===== src/rtl/core/rsbl_pkg.sv =====
// Shared constants, request and status codes, command/status structs and helpers
// for the rank/select bit vector block. No dependencies.
`timescale 1ns / 1ps

package rsbl_pkg;

    // Geometry of the vector and of the two-level rank directory
    localparam int MAX_BITS    = 65536;
    localparam int SUPER_BITS  = 2048;
    localparam int BLOCK_BITS  = 256;
    localparam int STORE_BYTES = MAX_BITS / 8;
    localparam int NUM_SUPER   = MAX_BITS / SUPER_BITS + 1;
    localparam int NUM_BLOCK   = MAX_BITS / BLOCK_BITS + 1;

    localparam int LEN_W   = 17;                       // lengths, positions, counts
    localparam int BYTE_AW = $clog2(STORE_BYTES);      // byte address
    localparam int PTR_W   = BYTE_AW + 1;              // byte pointer incl. end
    localparam int SUP_AW  = $clog2(NUM_SUPER);
    localparam int BLK_AW  = $clog2(NUM_BLOCK);
    localparam int SUP_SH  = $clog2(SUPER_BITS);       // bit position -> superblock
    localparam int BLK_SH  = $clog2(BLOCK_BITS);       // bit position -> block
    localparam int BLK_BSH = $clog2(BLOCK_BITS / 8);   // byte pointer -> block
    localparam int SUP_BSH = $clog2(SUPER_BITS / 8);   // byte pointer -> superblock
    localparam int WITHIN_W = SUP_SH;                  // count inside one superblock

    localparam logic [LEN_W-1:0] MAX_LEN = LEN_W'(MAX_BITS);
    localparam logic [7:0] BYTE_ONES = 8'hFF;

    // Request codes
    localparam logic [3:0] REQ_LOAD   = 4'd0;
    localparam logic [3:0] REQ_BUILD  = 4'd1;
    localparam logic [3:0] REQ_RANK1  = 4'd2;
    localparam logic [3:0] REQ_RANK0  = 4'd3;
    localparam logic [3:0] REQ_SEL1   = 4'd4;
    localparam logic [3:0] REQ_SEL0   = 4'd5;
    localparam logic [3:0] REQ_CBEGIN = 4'd6;
    localparam logic [3:0] REQ_CCOUNT = 4'd7;
    localparam logic [3:0] REQ_CHILD  = 4'd8;

    // Result status codes
    localparam logic [1:0] ST_OK       = 2'd0;
    localparam logic [1:0] ST_MISS     = 2'd1;
    localparam logic [1:0] ST_NOTBUILT = 2'd2;

    // Datapath micro-operations
    localparam logic [4:0] OP_NOP    = 5'd0;
    localparam logic [4:0] OP_LOAD   = 5'd1;
    localparam logic [4:0] OP_MRD    = 5'd2;
    localparam logic [4:0] OP_MWR    = 5'd3;
    localparam logic [4:0] OP_BRD    = 5'd4;
    localparam logic [4:0] OP_BACC   = 5'd5;
    localparam logic [4:0] OP_BFIN   = 5'd6;
    localparam logic [4:0] OP_RSTART = 5'd7;
    localparam logic [4:0] OP_RBASE  = 5'd8;
    localparam logic [4:0] OP_RRD    = 5'd9;
    localparam logic [4:0] OP_RACC   = 5'd10;
    localparam logic [4:0] OP_SINIT  = 5'd11;
    localparam logic [4:0] OP_SCHK   = 5'd12;
    localparam logic [4:0] OP_SUPD   = 5'd13;
    localparam logic [4:0] OP_SDONE  = 5'd14;
    localparam logic [4:0] OP_SETB   = 5'd15;
    localparam logic [4:0] OP_OUT    = 5'd16;

    // Rank argument sources
    localparam logic [1:0] RS_POS   = 2'd0;
    localparam logic [1:0] RS_LEN   = 2'd1;
    localparam logic [1:0] RS_MID   = 2'd2;
    localparam logic [1:0] RS_CHILD = 2'd3;

    // Select ordinal sources
    localparam logic [1:0] KS_ORD    = 2'd0;
    localparam logic [1:0] KS_NODEM1 = 2'd1;
    localparam logic [1:0] KS_NODE   = 2'd2;

    // Result sources
    localparam logic [2:0] RES_ZERO  = 3'd0;
    localparam logic [2:0] RES_NB    = 3'd1;
    localparam logic [2:0] RES_RANK  = 3'd2;
    localparam logic [2:0] RES_SEL   = 3'd3;
    localparam logic [2:0] RES_BEGIN = 3'd4;
    localparam logic [2:0] RES_COUNT = 3'd5;
    localparam logic [2:0] RES_CHILD = 3'd6;

    typedef struct packed {
        logic       latch;
        logic [4:0] op;
        logic [1:0] rsrc;
        logic       ones;
        logic [1:0] ksrc;
        logic [2:0] res;
    } t_cmd;

    typedef struct packed {
        logic built;
        logic node_zero;
        logic bld_more;
        logic rk_more;
        logic sel_miss;
        logic sel_open;
    } t_stat;

    function automatic logic [3:0] popcnt8(input logic [7:0] b);
        logic [3:0] c;
        c = 4'd0;
        for (int i = 0; i < 8; i++) begin
            c = c + {3'd0, b[i]};
        end
        return c;
    endfunction

    // keep the first frac bits (MSB first) of a byte; frac 0 keeps all
    function automatic logic [7:0] head_mask(input logic [2:0] frac);
        logic [7:0] m;
        m = (frac == 3'd0) ? BYTE_ONES : 8'(BYTE_ONES << (4'd8 - {1'b0, frac}));
        return m;
    endfunction

endpackage


===== src/rtl/core/rsbl_ctrl.sv =====
// Controller state machine: sequences load, build, rank, select and LOUDS requests
// as datapath micro-operations, and owns the handshakes. Depends on rsbl_pkg.
`timescale 1ns / 1ps

module rsbl_ctrl import rsbl_pkg::*; (
    input  logic        i_clk,
    input  logic        i_rst_n,
    input  logic        i_in_valid,
    output logic        o_in_stall,
    input  logic [3:0]  i_req_type,
    output logic        o_out_valid,
    input  logic        i_out_stall,
    output t_cmd        o_cmd,
    input  t_stat       i_stat
);

    localparam logic [4:0] S_IDLE   = 5'd0;
    localparam logic [4:0] S_DISP   = 5'd1;
    localparam logic [4:0] S_LOAD   = 5'd2;
    localparam logic [4:0] S_MRD    = 5'd3;
    localparam logic [4:0] S_MWR    = 5'd4;
    localparam logic [4:0] S_BRD    = 5'd5;
    localparam logic [4:0] S_BACC   = 5'd6;
    localparam logic [4:0] S_BFIN   = 5'd7;
    localparam logic [4:0] S_RSTART = 5'd8;
    localparam logic [4:0] S_RBASE  = 5'd9;
    localparam logic [4:0] S_RRD    = 5'd10;
    localparam logic [4:0] S_RACC   = 5'd11;
    localparam logic [4:0] S_SINIT  = 5'd12;
    localparam logic [4:0] S_SCHK   = 5'd13;
    localparam logic [4:0] S_SLOOP  = 5'd14;
    localparam logic [4:0] S_SUPD   = 5'd15;
    localparam logic [4:0] S_SDONE  = 5'd16;
    localparam logic [4:0] S_SETB   = 5'd17;
    localparam logic [4:0] S_OUT    = 5'd18;

    logic [4:0] r_state, n_state;
    logic [3:0] r_type,  n_type;
    logic       r_stage, n_stage;
    logic       r_nb,    n_nb;
    logic [1:0] r_rsrc,  n_rsrc;
    logic [4:0] r_rret,  n_rret;
    logic       r_ovalid, n_ovalid;

    logic       accept;
    logic       out_fire;
    logic [4:0] sel_ret;

    assign accept   = (r_state == S_IDLE) && i_in_valid;
    assign out_fire = (r_state == S_OUT) && (!r_ovalid || !i_out_stall);

    // where a finished select goes next
    assign sel_ret = (r_type == REQ_SEL1 || r_type == REQ_SEL0 ||
                      (r_type == REQ_CCOUNT && r_stage)) ? S_OUT : S_SETB;

    // next state and command
    always_comb begin
        n_state = r_state;
        n_type  = r_type;
        n_stage = r_stage;
        n_nb    = r_nb;
        n_rsrc  = r_rsrc;
        n_rret  = r_rret;

        o_cmd       = '0;
        o_cmd.latch = accept;
        o_cmd.op    = OP_NOP;
        o_cmd.rsrc  = r_rsrc;
        // child walks zeros for its begin, then counts ones
        o_cmd.ones  = (r_type == REQ_RANK1 || r_type == REQ_SEL1 ||
                       (r_type == REQ_CHILD && r_rsrc == RS_CHILD));
        o_cmd.ksrc  = (r_type == REQ_SEL1 || r_type == REQ_SEL0) ? KS_ORD :
                      (r_type == REQ_CCOUNT && r_stage) ? KS_NODE : KS_NODEM1;
        case (r_type)
            REQ_RANK1, REQ_RANK0: o_cmd.res = RES_RANK;
            REQ_SEL1, REQ_SEL0:   o_cmd.res = RES_SEL;
            REQ_CBEGIN:           o_cmd.res = RES_BEGIN;
            REQ_CCOUNT:           o_cmd.res = RES_COUNT;
            REQ_CHILD:            o_cmd.res = RES_CHILD;
            default:              o_cmd.res = RES_ZERO;
        endcase
        if (r_nb) begin
            o_cmd.res = RES_NB;
        end

        unique case (r_state)
            S_IDLE: begin
                if (accept) begin
                    n_type  = i_req_type;
                    n_stage = 1'b0;
                    n_nb    = 1'b0;
                    n_state = S_DISP;
                end
            end
            S_DISP: begin
                if (r_type == REQ_LOAD) begin
                    n_state = S_LOAD;
                end else if (r_type == REQ_BUILD) begin
                    n_state = S_MRD;
                end else if (r_type > REQ_CHILD) begin
                    n_state = S_OUT;
                end else if (!i_stat.built) begin
                    n_nb    = 1'b1;
                    n_state = S_OUT;
                end else begin
                    case (r_type) inside
                        REQ_RANK1, REQ_RANK0: begin
                            n_rsrc  = RS_POS;
                            n_rret  = S_OUT;
                            n_state = S_RSTART;
                        end
                        REQ_SEL1, REQ_SEL0: n_state = S_SINIT;
                        default: n_state = i_stat.node_zero ? S_SETB : S_SINIT;
                    endcase
                end
            end
            S_LOAD: begin
                o_cmd.op = OP_LOAD;
                n_state  = S_OUT;
            end
            S_MRD: begin
                o_cmd.op = OP_MRD;
                n_state  = S_MWR;
            end
            S_MWR: begin
                o_cmd.op = OP_MWR;
                n_state  = S_BRD;
            end
            S_BRD: begin
                if (i_stat.bld_more) begin
                    o_cmd.op = OP_BRD;
                    n_state  = S_BACC;
                end else begin
                    n_state = S_BFIN;
                end
            end
            S_BACC: begin
                o_cmd.op = OP_BACC;
                n_state  = S_BRD;
            end
            S_BFIN: begin
                o_cmd.op = OP_BFIN;
                n_state  = S_OUT;
            end
            S_RSTART: begin
                o_cmd.op = OP_RSTART;
                n_state  = S_RBASE;
            end
            S_RBASE: begin
                o_cmd.op = OP_RBASE;
                n_state  = S_RRD;
            end
            S_RRD: begin
                if (i_stat.rk_more) begin
                    o_cmd.op = OP_RRD;
                    n_state  = S_RACC;
                end else begin
                    n_state = r_rret;
                end
            end
            S_RACC: begin
                o_cmd.op = OP_RACC;
                n_state  = S_RRD;
            end
            S_SINIT: begin
                o_cmd.op = OP_SINIT;
                n_rsrc   = RS_LEN;
                n_rret   = S_SCHK;
                n_state  = S_RSTART;
            end
            S_SCHK: begin
                o_cmd.op = OP_SCHK;
                n_state  = i_stat.sel_miss ? sel_ret : S_SLOOP;
            end
            S_SLOOP: begin
                if (i_stat.sel_open) begin
                    n_rsrc  = RS_MID;
                    n_rret  = S_SUPD;
                    n_state = S_RSTART;
                end else begin
                    n_state = S_SDONE;
                end
            end
            S_SUPD: begin
                o_cmd.op = OP_SUPD;
                n_state  = S_SLOOP;
            end
            S_SDONE: begin
                o_cmd.op = OP_SDONE;
                n_state  = sel_ret;
            end
            S_SETB: begin
                o_cmd.op = OP_SETB;
                if (r_type == REQ_CCOUNT) begin
                    n_stage = 1'b1;
                    n_state = S_SINIT;
                end else if (r_type == REQ_CHILD) begin
                    n_rsrc  = RS_CHILD;
                    n_rret  = S_OUT;
                    n_state = S_RSTART;
                end else begin
                    n_state = S_OUT;
                end
            end
            S_OUT: begin
                if (out_fire) begin
                    o_cmd.op = OP_OUT;
                    n_state  = S_IDLE;
                end
            end
            default: n_state = S_IDLE;
        endcase
    end

    // output valid: set on a new result, cleared when taken
    always_comb begin
        n_ovalid = r_ovalid;
        if (out_fire) begin
            n_ovalid = 1'b1;
        end else if (!i_out_stall) begin
            n_ovalid = 1'b0;
        end
    end

    always_ff @(posedge i_clk) begin
        if (!i_rst_n) begin
            r_state  <= S_IDLE;
            r_ovalid <= 1'b0;
            r_type   <= REQ_LOAD;
            r_stage  <= 1'b0;
            r_nb     <= 1'b0;
            r_rsrc   <= RS_POS;
            r_rret   <= S_OUT;
        end else begin
            r_state  <= n_state;
            r_ovalid <= n_ovalid;
            r_type   <= n_type;
            r_stage  <= n_stage;
            r_nb     <= n_nb;
            r_rsrc   <= n_rsrc;
            r_rret   <= n_rret;
        end
    end

    assign o_in_stall  = (r_state != S_IDLE);
    assign o_out_valid = r_ovalid;

endmodule


===== config.mk =====
export PLATFORM = sky130hd
export DESIGN_NAME = rsbl_ctrl
export DESIGN_NICKNAME = d
export VERILOG_FILES = /design/src/rtl/core/rsbl_pkg.sv /design/src/rtl/core/rsbl_ctrl.sv
export SDC_FILE = /design/constraint.sdc
export NUM_CORES = 1
export LEC_CHECK = 0
export BUFFER_PORTS_ARGS = -buffer_cell sky130_fd_sc_hd__clkbuf_2
export CAP_MARGIN = 20
export CORE_MARGIN = 4
export CORE_UTILIZATION = 59
export DETAILED_ROUTE_END_ITERATION = 12
export MAX_ROUTING_LAYER = met4
export PLACE_DENSITY = 0.85
export RECOVER_POWER = 25
export SYNTH_ARGS = -nofsm -noshare
export SYNTH_HDL_FRONTEND = slang
export SYNTH_SLANG_ARGS = --single-unit

===== constraint.sdc =====
create_clock -name i_clk -period 2.4 [get_ports i_clk]
set_input_delay 0.36 -clock i_clk [delete_from_list [all_inputs] [get_ports i_clk]]
set_output_delay 0.36 -clock i_clk [all_outputs]
set_load 0.02 [all_outputs]

Word-level counts from Yosys, hierarchy flattened

Cells that the tools add are included.

Register bits after elaboration: 19

Magnitude comparators: 1
Equality and inequality tests: 40
Reduce and logical (&&, ||, !) cells: 27
Mux-type cells: 53

Operators with widths:

| kind                                                 | count |
|---|---|
| case mux 5 bit (16 select lines)                     | 2 |
| 2-to-1 mux 5 bit                                     | 23 |
| equality test 5 x 4 -> 1 bit (second input constant) | 8 |
| != test 2 bit (second input constant)                | 12 |
| 2-to-1 mux 2 bit                                     | 11 |
| equality test 5 x 3 -> 1 bit (second input constant) | 4 |
| case mux 5 bit (4 select lines)                      | 1 |
| equality test 4 x 3 -> 1 bit (second input constant) | 4 |
| equality test 5 bit (second input constant)          | 3 |
| case mux 3 bit (5 select lines)                      | 1 |
| equality test 5 x 2 -> 1 bit (second input constant) | 2 |
| OR reduction 2 bit                                   | 5 |
| 2-to-1 mux 1 bit                                     | 9 |
| AND reduction 9 bit                                  | 1 |
| equality test 4 x 2 -> 1 bit (second input constant) | 2 |
| case mux 2 bit (4 select lines)                      | 1 |
| 2-to-1 mux 3 bit                                     | 2 |
| AND reduction 6 bit                                  | 1 |
| equality test 5 x 1 -> 1 bit (second input constant) | 1 |
| zero test 5 bit                                      | 1 |
| logical OR 1 bit                                     | 5 |
| nonzero test 5 bit                                   | 1 |
| equality test 4 x 1 -> 1 bit (second input constant) | 1 |
| equality test 4 bit (second input constant)          | 1 |
| 12 further kinds                                     | 19 |

Logic depth before layout (Yosys ltp)

Depth in word-level cells: 9
Mapped depth: 6
Depth with buffers taken out: 4

Least setup slack after synthesis

No wires, ideal clock.

Path kind: flip-flop to output port
Start point: register r_state[1]
End point: output port o_cmd[11] (netlist name)
Stages on the path, launching flop included: 6
Setup slack: 0.458 ns
Arrival time: 1.582 ns
Data required time: 2.040 ns
Buffers on the path: 2
Cells stage by stage: dfxtp_1 -> clkbuf_8 -> clkbuf_1 -> inv_1 -> o21ba_2 -> o21ai_0

RTL lines:

| what                     | RTL line         | text |
|---|---|---|
| start: declaration       | rsbl_ctrl.sv:37  | `logic [4:0] r_state, n_state;` |
| start signal: assignment | rsbl_ctrl.sv:235 | `r_state <= n_state;` |
| end: declaration         | rsbl_ctrl.sv:13  | `output t_cmd o_cmd,` |

==> flow_summary_export.csv <==
group,metric,value,unit
placed_design,place_congestion,0.944,
timing,clock.fmax,437,MHz
final_layout,final_cell_mix,"26 x sky130_fd_sc_hd__clkbuf_2, 24 x sky130_fd_sc_hd__nor2_1, 17 x sky130_fd_sc_hd__dfxtp_1",
final_layout,diodes,0,
clocking,tritoncts_clock_tree,"yes",
timing,tightestPinTransition,0.567,ns
detailed_routing,detailed_route_iter0_violations,101,
timing,hold_violations_final,0,
timing,finalWorstPathRequiredPeriod,2.29,ns
detailed_routing,totalWireLength,3820,microns
min_path,worst_hold_path_type,"input pin to register",
detailed_routing,via_count,1588,
timing,grt_setup_unrepaired,"false",
placed_design,detailedPlacementHpwl,2790,microns
yosys,synth-edff-count,0,
clocking,cts_buffer_depth,2,
placed_design,dpl-instance-area,1590,sq um
yosys,synth-async-reset-ratio,0,%
floorplan,floorplan.initialDensity,61.6,%
yosys,netlist_area,1510,sq um
placed_design,buffers_on_ports,29,
power,leakage,0.655,nW
grt,grt.overflow.total,0,
clocking,clk_pin_slew_worst_setup_hold_paths,0.11,ns
yosys,synthXorXnorAreaFrac,1.74,%
timing,max-slew-margin-rel,62.1,%
yosys,synth_seq_cells,17,
yosys,syn_inst,196,
final_layout,p_r_area_growth_vs_syn,6.45,%
yosys,synthDistinctLibCells,57,
timing,report.final.setup_viol,0,
worst_setup_path,worst_r2r_startpoint,"r_state[4]",
grt,largest_net_degree_at_the_start_of_global_routing,19,
worst_setup_path,timing_worst_setup_path_type,"register to primary output",
floorplan,placementRows,18,
yosys,ys_warns,0,
min_path,hold_depth,3,
yosys,synth_area_in_adders,0,%
clocking,cts_num_sinks,17,
clocking,skew_pair_late_insertion_delay,0.30,ns
yosys,synth_top_family_by_area,"simple AND/OR/NAND/NOR gates",
clocking,ctsHtreeMaxLevel,1,
detailed_routing,post_drt_via_cell_ratio,6.40,
worst_setup_path,crit_path_end_kind,"primary output",
final_layout,fillCellCount,236,
run_status,status,"finished, final reports clean",
detailed_routing,avgRoutedWirePerCell,15.4,microns
yosys,synth.mux.area_fraction,4.71,%
floorplan,ioPinCount,30,
grt,grt_util_all_layers,24.2,%
clocking,cts-buffers-inserted,3,
power,power.density_cell_area,1050,nW/um^2
clocking,clock-root-buffer,"sky130_fd_sc_hd__clkbuf_4",
worst_setup_path,reg2regPathDepth,4,
worst_setup_path,setup.reg_to_reg.worst_slack,0.45,ns
worst_setup_path,nature_of_the_critical_path_startpoint,"register",
final_layout,most_common_cell_after_layout_fill_and_taps_aside,"sky130_fd_sc_hd__clkbuf_2",
yosys,synth_compound_area_share,27.0,%
detailed_routing,first_pass_detailed_route_iteration_total,5,
clocking,cts_setup_buffers,0,
grt,vias_in_the_first_global_route,1403,
detailed_routing,final_antenna_net_count,0,
final_layout,stdcell_area,1610,sq um
yosys,mappedNetlistNets,210,
clocking,cts_hold_buf,0,
timing,final_period_util,95.4,%
worst_setup_path,worstPathMaxFanout,11,
grt,antenna_found_initial,0,
yosys,ys_seq_area_share,22.5,%
timing,slew_viol_final,0,
floorplan,floorplan.die_area,3440,sq um
worst_setup_path,cpPeakStageDelay,0.55,ns
grt,grt_pass1_wl,6380,microns
yosys,syn_area_per_cell,7.72,sq um
detailed_routing,post-route-drc-count,0,
timing,timing.clock.skew,0.00315,ns
worst_setup_path,crit_path_cell_trace,"or3b_1, o22ai_1, nand2_1, o21ai_0, clkbuf_2",
worst_setup_path,crit-reg2reg-capture,"r_state[0]",
flow_run,maxCapViolCount,0,
min_path,worst_hold_startpoint,"i_req_type[0]",
floorplan,die_w,58.6,microns
worst_setup_path,cpMaxStageDelayCell,"sky130_fd_sc_hd__dfxtp_1",
yosys,synth_flop_cell,"sky130_fd_sc_hd__dfxtp_1",
clocking,cts_resized,0,
timing,finalSetupTns,0,ns
final_layout,design.final.nets,233,
floorplan,fp.dieH,58.6,microns
worst_setup_path,critPathArrivalTime,1.93,ns
min_path,min_to,"r_type[0]",
final_layout,share_of_final_layout_standard_cells_stronger_than_drive_strength_1,23.9,%
yosys,yosys.area_share.simple,32.5,%
power,peak_supply_drop,0.807,mV
worst_setup_path,worstPathRequired,2.04,ns
floorplan,coreArea,2450,sq um
==> cells by family (layout without fill, tap and decap cells) <==
| family | after synthesis | in the layout |
|---|---|---|
| DFF | 17 | 17 |
| buffers and inverters | 23 | 45 |
| xor gates and xnor gates | 3 | 3 |
| AOI/OAI and AO/OA | 57 | 57 |
| and+or+nand+nor | 89 | 89 |
| muxes | 7 | 7 |
==> power breakdown <==
group          leakage, nW  switching (mW)  total [mW]  internal [mW]
clock               0.0139          0.0987       0.162         0.0636
sequential           0.138           0.152       0.481          0.329
combinational        0.503           0.613        1.05          0.439
total                0.655           0.863        1.69          0.831
==> layout make-up <==
type | instances | area (sq um) | area share [%]
well taps | 30 | 37.5 | 2.33
inverters | 6 | 22.5 | 1.40
clock inverters | 1 | 7.51 | 0.466
repair buffers | 35 | 183 | 11.3
flip-flops and latches | 17 | 340 | 21.1
multi-input cells | 156 | 997 | 61.9
clock buffers | 3 | 22.5 | 1.40
==> Yosys cell counts, types with 2 or more instances <==
| cell type | number | area, sq um |
|---|---|---|
| sky130_fd_sc_hd__a21oi_1 | 12 | 60.1 |
| sky130_fd_sc_hd__a221oi_1 | 2 | 17.5 |
| sky130_fd_sc_hd__a22oi_1 | 4 | 30.0 |
| sky130_fd_sc_hd__a31oi_1 | 4 | 25.0 |
| sky130_fd_sc_hd__a32oi_1 | 2 | 17.5 |
| sky130_fd_sc_hd__and2_1 | 2 | 12.5 |
| sky130_fd_sc_hd__and2b_2 | 2 | 17.5 |
| sky130_fd_sc_hd__buf_2 | 2 | 10.0 |
| sky130_fd_sc_hd__buf_6 | 3 | 33.8 |
| sky130_fd_sc_hd__clkbuf_1 | 5 | 18.8 |
| sky130_fd_sc_hd__clkbuf_8 | 6 | 82.6 |
| sky130_fd_sc_hd__dfxtp_1 | 17 | 340 |
| sky130_fd_sc_hd__inv_1 | 6 | 22.5 |
| sky130_fd_sc_hd__mux2i_1 | 6 | 60.1 |
| sky130_fd_sc_hd__nand2_1 | 14 | 52.6 |
| sky130_fd_sc_hd__nand2b_1 | 7 | 43.8 |
| sky130_fd_sc_hd__nand3_1 | 6 | 30.0 |
| sky130_fd_sc_hd__nand3b_1 | 3 | 22.5 |
| sky130_fd_sc_hd__nand4_1 | 2 | 12.5 |
| sky130_fd_sc_hd__nand4b_1 | 3 | 26.3 |
| sky130_fd_sc_hd__nor2_1 | 24 | 90.1 |
| sky130_fd_sc_hd__nor2b_1 | 4 | 25.0 |
| sky130_fd_sc_hd__nor3_1 | 6 | 30.0 |
| sky130_fd_sc_hd__nor4_1 | 2 | 12.5 |
| sky130_fd_sc_hd__o21ai_0 | 9 | 45.0 |
| sky130_fd_sc_hd__o21bai_1 | 3 | 22.5 |
| sky130_fd_sc_hd__o221ai_2 | 2 | 30.0 |
| sky130_fd_sc_hd__o22ai_1 | 4 | 25.0 |
| sky130_fd_sc_hd__o31a_1 | 2 | 17.5 |
| sky130_fd_sc_hd__or2b_2 | 2 | 17.5 |
| sky130_fd_sc_hd__or3b_2 | 2 | 17.5 |
| sky130_fd_sc_hd__or4_1 | 2 | 15.0 |
| sky130_fd_sc_hd__xnor2_1 | 2 | 17.5 |
==> metrics by stage <==
step / setup WS (ns) / util, % / power [mW] / hold slack, ns / instances
after global placement: 0.480 / 64.7 / 1.51 / 0.476 / 244
after global routing: 0.0269 / 65.6 / 1.82 / 0.285 / 248
after CTS: 0.139 / 65.9 / 1.69 / 0.285 / 248
after floorplan: 0.458 / - / 1.32 / 0.446 / 196
final: 0.111 / 65.6 / 1.69 / 0.287 / 248
after detailed placement: 0.492 / 64.7 / 1.52 / 0.488 / 244
==> layer usage <==
layer	wire, microns	part of all wire, %	GRT usage (%)	vias to the layer above
met5	0	0	-	-
met4	56	1.5	8.74	0
met3	388	10	5.70	7
met2	1680	44	33.8	89
met1	1690	44	33.8	724
li1	-	-	-	768
==> how the worst max path moves through the flow <==
| stage | startpoint | to | slack, ns | depth (start not counted) |
|---|---|---|---|---|
| 6_report | r_state[4] | o_cmd[8] | 0.11 | 5 |
| 5_1_grt | r_type[3] | o_cmd[1] | 0.03 | 5 |
| 4_1_cts | r_state[4] | o_cmd[8] | 0.14 | 5 |
| 3_5_place_dp | r_state[4] | o_cmd[8] | 0.49 | 5 |
| 3_3_place_gp | r_state[4] | o_cmd[8] | 0.48 | 5 |
| 2_1_floorplan | r_state[1] | o_cmd[11] | 0.46 | 5 |
==> sequential cells by signal, summed over array words and instances, names as in the netlist <==
name and flops:
o_out_valid 1, r_type 4, r_nb 1, r_rret 3
r_rsrc 2, r_stage 1, r_state 5
==> worst max-delay path: cells and delay by family (launching register included) <==
kind | cells | cell delay [ns]
flops | 1 | 0.55
buf+inv | 1 | 0.19
compound gates | 2 | 0.28
simple gates | 2 | 0.61
Note: power is estimated with default switching activity, not from simulation.
